**src/rtl/tdpt_pkg.sv**
```systemverilog
// Shared types for the trial division prime test block.
package tdpt_pkg;

  // Request from the sequencer to the shared divider.
  typedef struct packed {
    logic start;
  } div_ctl_t;

  // Status returned by the shared divider.
  typedef struct packed {
    logic busy;
    logic done;
  } div_sts_t;

endpackage

```
**src/rtl/tdpt_divider.sv**
```systemverilog
// Shared restoring divider: one quotient bit per cycle, unsigned operands.
module tdpt_divider #(
  parameter int WIDTH = 32
) (
  input  logic                clk,
  input  logic                rst_n,
  input  tdpt_pkg::div_ctl_t  ctl,
  input  logic [WIDTH-1:0]    dividend,
  input  logic [WIDTH-1:0]    divisor,
  output tdpt_pkg::div_sts_t  sts,
  output logic [WIDTH-1:0]    quotient,
  output logic [WIDTH-1:0]    remainder
);

  localparam int CW = $clog2(WIDTH + 1);

  logic             busy_r, busy_nxt;
  logic             done_r, done_nxt;
  logic [CW-1:0]    cnt_r, cnt_nxt;
  logic [WIDTH-1:0] quo_r, quo_nxt;
  logic [WIDTH-1:0] rem_r, rem_nxt;
  logic [WIDTH-1:0] dsr_r, dsr_nxt;

  logic [WIDTH:0]   shifted;
  logic [WIDTH:0]   diff;
  logic             fits;

  // One restoring step: bring down the next dividend bit and try a subtract.
  assign shifted = {rem_r, quo_r[WIDTH-1]};
  assign diff    = shifted - {1'b0, dsr_r};
  assign fits    = (shifted >= {1'b0, dsr_r});

  // Step sequencing.
  always_comb begin
    busy_nxt = busy_r;
    done_nxt = 1'b0;
    cnt_nxt  = cnt_r;
    quo_nxt  = quo_r;
    rem_nxt  = rem_r;
    dsr_nxt  = dsr_r;
    if (ctl.start) begin
      busy_nxt = 1'b1;
      cnt_nxt  = CW'(WIDTH);
      quo_nxt  = dividend;
      rem_nxt  = '0;
      dsr_nxt  = divisor;
    end else if (busy_r) begin
      quo_nxt = {quo_r[WIDTH-2:0], fits};
      rem_nxt = fits ? diff[WIDTH-1:0] : shifted[WIDTH-1:0];
      cnt_nxt = cnt_r - CW'(1);
      if (cnt_r == CW'(1)) begin
        busy_nxt = 1'b0;
        done_nxt = 1'b1;
      end
    end
  end

  // Control state.
  always_ff @(posedge clk) begin
    if (!rst_n) begin
      busy_r <= 1'b0;
      done_r <= 1'b0;
      cnt_r  <= '0;
    end else begin
      busy_r <= busy_nxt;
      done_r <= done_nxt;
      cnt_r  <= cnt_nxt;
    end
  end

  // Datapath registers.
  always_ff @(posedge clk) begin
    quo_r <= quo_nxt;
    rem_r <= rem_nxt;
    dsr_r <= dsr_nxt;
  end

  assign sts.busy  = busy_r;
  assign sts.done  = done_r;
  assign quotient  = quo_r;
  assign remainder = rem_r;

endmodule

```
**config.mk**
```make
export PLATFORM = sky130hd
export DESIGN_NAME = tdpt_divider
export DESIGN_NICKNAME = d
export VERILOG_FILES = /design/src/rtl/tdpt_pkg.sv /design/src/rtl/tdpt_divider.sv
export SDC_FILE = /design/constraint.sdc
export NUM_CORES = 1
export LEC_CHECK = 0
export BUFFER_PORTS_ARGS = -buffer_cell sky130_fd_sc_hd__buf_2
export CAP_MARGIN = 20
export CORE_UTILIZATION = 35
export CTS_BUF_LIST = sky130_fd_sc_hd__clkbuf_16
export DETAILED_ROUTE_END_ITERATION = 8
export SKIP_LAST_GASP = 1
export SYNTH_ARGS = -nofsm -noshare
export SYNTH_HDL_FRONTEND = slang
export SYNTH_SLANG_ARGS = --single-unit
```
**constraint.sdc**
```tcl
create_clock -name clk -period 4.5 [get_ports clk]
set_input_delay 0.45 -clock clk [delete_from_list [all_inputs] [get_ports clk]]
set_output_delay 0.45 -clock clk [all_outputs]
set_load 0.01 [all_outputs]
```
Word-level counts from Yosys, hierarchy flattened
Cells that the tools add are included.
{"block": "word_totals", "register_bits": 104, "output_inout_bits": 66, "wordCells": 25}
{"block": "classes", "add_sub_neg": 2, "n_lt_le_gt_ge": 1, "eq_ne": 1, "mux": 9, "n_bitwise": 2, "n_reduce_logical": 3}
{"cell": "$mux W32", "count": 3}
{"cell": "$ge A33 B32 Y1", "count": 1}
{"cell": "$sub A32 B32 Y32", "count": 1}
{"cell": "$mux W6", "count": 2}
{"cell": "$eq A6 B1 Y1 const B", "count": 1}
{"cell": "$sub A6 B1 Y6 const B", "count": 1}
{"cell": "$mux W1", "count": 4}
{"cell": "$reduce_or A3 Y1", "count": 1}
{"cell": "$not A1 Y1", "count": 2}
{"cell": "$reduce_bool A2 Y1", "count": 1}
{"cell": "$reduce_or A2 Y1", "count": 1}

Logic depth before layout (Yosys ltp)
{"block": "depth", "ltp_word": 4, "depth_mapped": 13, "ltp_nobuf": 12}

Worst setup path before layout
OpenSTA, ideal clock, no wires.
{"block": "synth_timing", "path_kind": "reg2reg", "startpoint": "reg rem_r[25] (netlist: remainder[25])", "endpoint": "reg quo_r[0] (netlist: quotient[0]), data pin", "setup_ps": 260, "arrival_time_ps": 2489, "t_required_ps": 4240, "slack_ps": 1750, "path_stages_with_launch": 12, "n_path_buf": 3, "cell_sequence": "dfxtp_1 > ha_1 > buf_6 > a211o_1 > and3_4 > nor3_2 > o21ai_1 > a211o_1 > a41o_2 > buf_6 > buf_6 > mux2_4"}
{"block": "synth_between", "elab_chain_len": 3}
{"item": "start, declared", "line": "tdpt_divider.sv:21", "text": "logic [WIDTH-1:0] rem_r, rem_nxt;"}
{"item": "start signal, assigned", "line": "tdpt_divider.sv:74", "text": "rem_r <= rem_nxt;"}
{"item": "$ge A33 B32 Y1", "line": "tdpt_divider.sv:31", "text": "assign fits = (shifted >= {1'b0, dsr_r});"}
{"item": "$mux W32", "line": "tdpt_divider.sv:47", "text": "end else if (busy_r) begin"}
{"item": "$mux W32", "line": "tdpt_divider.sv:41", "text": "if (ctl.start) begin"}
{"item": "named net quo_nxt[0]", "line": "tdpt_divider.sv:20", "text": "logic [WIDTH-1:0] quo_r, quo_nxt;"}
{"item": "end signal, assigned", "line": "tdpt_divider.sv:73", "text": "quo_r <= quo_nxt;"}
{"item": "end, declared", "line": "tdpt_divider.sv:20"}
The timed path passes the listed nets, and every way through them passes these cells. The select of a mux whose other input is x is not followed.
A chain may end at the register's enable or synchronous reset.

Worst setup path in the final report
{"block": "layout_timing", "startpoint": "reg rem_r[26] (netlist: remainder[26])", "endpoint": "reg rem_r[2] (netlist: remainder[2])"}
{"block": "layout_between", "elab_chain_len": 2}
{"item": "$ge A33 B32 Y1", "line": "tdpt_divider.sv:31"}
{"item": "$mux W32", "line": "tdpt_divider.sv:49", "text": "rem_nxt = fits ? diff[WIDTH-1:0] : shifted[WIDTH-1:0];"}
Every way passes these cells.

==> flow_metrics.tcl <==
set metrics [dict create \
    tightest_slew_ns 0.7335 \
    total_power_w 0.002689 \
    cts_made_buffers 9 \
    finalClockSkew_ns 0.008727 \
    first_pass_iters 6 \
    slew_headroom 0.5110 \
    fin_cells 925 \
    totalWireLength_mm 14.95 \
    required_ns 4.72 \
    drc_errors 0 \
    syn_inst 583 \
    root_buffer "clkbuf_16" \
    synth_xor_area_frac 0.04099 \
    grt_pass1_vias 4905 \
    grt_max_degree 53 \
    final_common_cell "buf_2" \
    ant_nets 0 \
    post_cts_buffers 0 \
    final_hold_viol_count 0 \
    seq_area_sq_um 2724 \
    wire_per_inst_um 16.16 \
    ys_seq_area_frac 0.4550 \
    htreeDepth 3 \
    grtUsageTotal 0.1762 \
    area_growth_pct 18.42 \
    power_density_nw_per_um2 379.5 \
    ys_top_cells_by_area "edfxtp_1, dfxtp_1, ha_1" \
    via_per_inst 5.243 \
    syn_nets 685 \
    clkSinkCount 104 \
    via_count 4850 \
    synth_top_area_share 0.3212 \
    cts_resized 0 \
    synthMuxAreaShare 0.07445 \
    drtIter0Drc 295 \
    multi_input_area_sq_um 2930 \
    ys_types 63 \
    r2r_slack_ns 1.26 \
    synth-compound-area-share 0.1775 \
    cts_buffer_depth 2 \
    fin_crit_sh 0.7193 \
    core.rowCount 47 \
    cts-hold-fix-buffers 0 \
    critPathLaunchType "flip-flop" \
    syn-mean-instance-area_sq_um 10.26 \
    layout_common_cells "buf_2, edfxtp_1, nand2_1, a21oi_1" \
    final_nets 802 \
    clk_pin_slew_ns 0.07 \
    grt_pass1_wl_mm 24.46 \
    globalplace.congestion 0.8357 \
    cp_top_family "compound AO/OA/AOI/OAI gates" \
    fillers 1611 \
    dp_hpwl_mm 10.80 \
    maxSlewViolCount 0 \
    cp_num_buf_inv 1 \
    synth-edff-count 64 \
    synth_simple_gate_area_frac 0.1223 \
    maxCapViolCount 0 \
    yosys_warnings 0 \
    cts_tree "yes" \
    max_freq_mhz 308.9 \
    cp_slowest_cell "a41oi_2" \
    peakVddDrop_v 0.0001953 \
    yosys.area.top_type "edfxtp_1" \
    synthArstFlopShare 0 \
    die_width_um 132.7 \
    crit_type "reg -> reg" \
    synthAdderAreaFrac 0.07445 \
    grt_antenna_before_repair 0 \
    cp-end-kind "flip-flop" \
    final_core_util 0.4258 \
    num_antenna_cells 0 \
    core_sq_um 16640 \
    grt-ovfl-total 0 \
    hold_class "in -> reg" \
    outcome "finished clean" \
    fin_crit_ns 3.237 \
    syn-cell-area_sq_um 5983 \
    initial_core_util 0.3595 \
    critPathMaxStageDelay_ns 0.62 \
    synth_ff_type "edfxtp_1" \
    rsz0062_at_grt "no" \
    cp.arrival_ns 3.46 \
    io_pins 133 \
    setup_viol 0 \
    port_buffers 132 \
    holdWs_ns 0.2592 \
    synth_top_family_by_area "compound AO/OA/AOI/OAI gates" \
    clk_latency_ns 0.36 \
    p_leak_nw 3.098 \
    dieArea_sq_um 17620 \
    die_h_um 132.7 \
    worstPathCellList "ha_1 -> or2_2 -> and3_4 -> nor3_2 -> o21ai_1 -> a211o_1 -> a41oi_2 -> buf_4 -> nor3_1 -> a21oi_1 -> a211oi_2" \
    fin_tns_setup_ns 0 \
    drive_above_1_share 0.2965 \
    cp_max_fo 17 \
    ys_ff_latch 104 \
    dp.cells 909 \
]
## cells by family (layout without fill, tap and decap cells)
group | count (synthesis) | count (layout)
compound gates | 147 | 147
xor+xnor | 28 | 28
fa+ha+maj | 35 | 35
buf+inv | 72 | 194
flops | 104 | 104
mux | 40 | 40
simple gates | 157 | 157
## cell usage after synthesis (all sizes together) (8+ instances only)
library cell  count
edfxtp           64
nand2            61
a21oi            45
nor2             43
inv              42
dfxtp            40
ha               34
mux2             33
o21ai            21
buf              18
xnor2            17
nor3             15
a211oi           13
clkbuf           12
a21o             11
xor2             11
a311oi           10
nand4             8
## state kept, by name (all words and copies together) (netlist names)
name / flops
busy_r: 1
cnt_r: 6
done_r: 1
dsr_r: 32
quotient: 32
remainder: 32
## path summary, 6_finish.rpt
check / start / to / cells after the start
max reg2reg: remainder[26]$_SDFFE_PP0P_ / remainder[2]$_SDFFE_PP0P_ / 11
min: divisor[28] / dsr_r[28]$_DFFE_PP_ / 1
min reg2reg: cnt_r[1]$_SDFFE_PP0P_ / cnt_r[1]$_SDFFE_PP0P_ / 2
max: remainder[26]$_SDFFE_PP0P_ / remainder[2]$_SDFFE_PP0P_ / 11
## cell type report
type	count	area share
Sequential cell	104	0.3844
Clock inverter	7	0.01130
Inverter	42	0.02225
Clock buffer	9	0.03179
Timing Repair Buffer	136	0.09783
Tap cell	220	0.03885
Multi-Input combinational cell	407	0.4136
## per-layer routing
| metal | GRT usage | part of all wire | vias to the layer above |
|---|---|---|---|
| met5 | 0 | 0 | - |
| met4 | 0.04151 | 0.012 | 0 |
| met3 | 0.05862 | 0.081 | 16 |
| met2 | 0.3053 | 0.48 | 184 |
| met1 | 0.2098 | 0.42 | 2299 |
| li1 | - | - | 2351 |
## per-stage QoR
| step | cell area, sq um | setup WS, ns |
|---|---|---|
| after floorplan | 5983 | 1.750 |
| after global placement | 6780 | 1.320 |
| after detailed placement | 6780 | 1.299 |
| after CTS | 7086 | 1.251 |
| after global routing | 7086 | 1.007 |
| final | 7086 | 1.263 |
## power breakdown
group          switching (W)  internal (W)
registers          0.0000638       0.00111
logic               0.000408      0.000294
clock network       0.000377      0.000439
total               0.000848       0.00184
(Power assumes the default switching activity.)
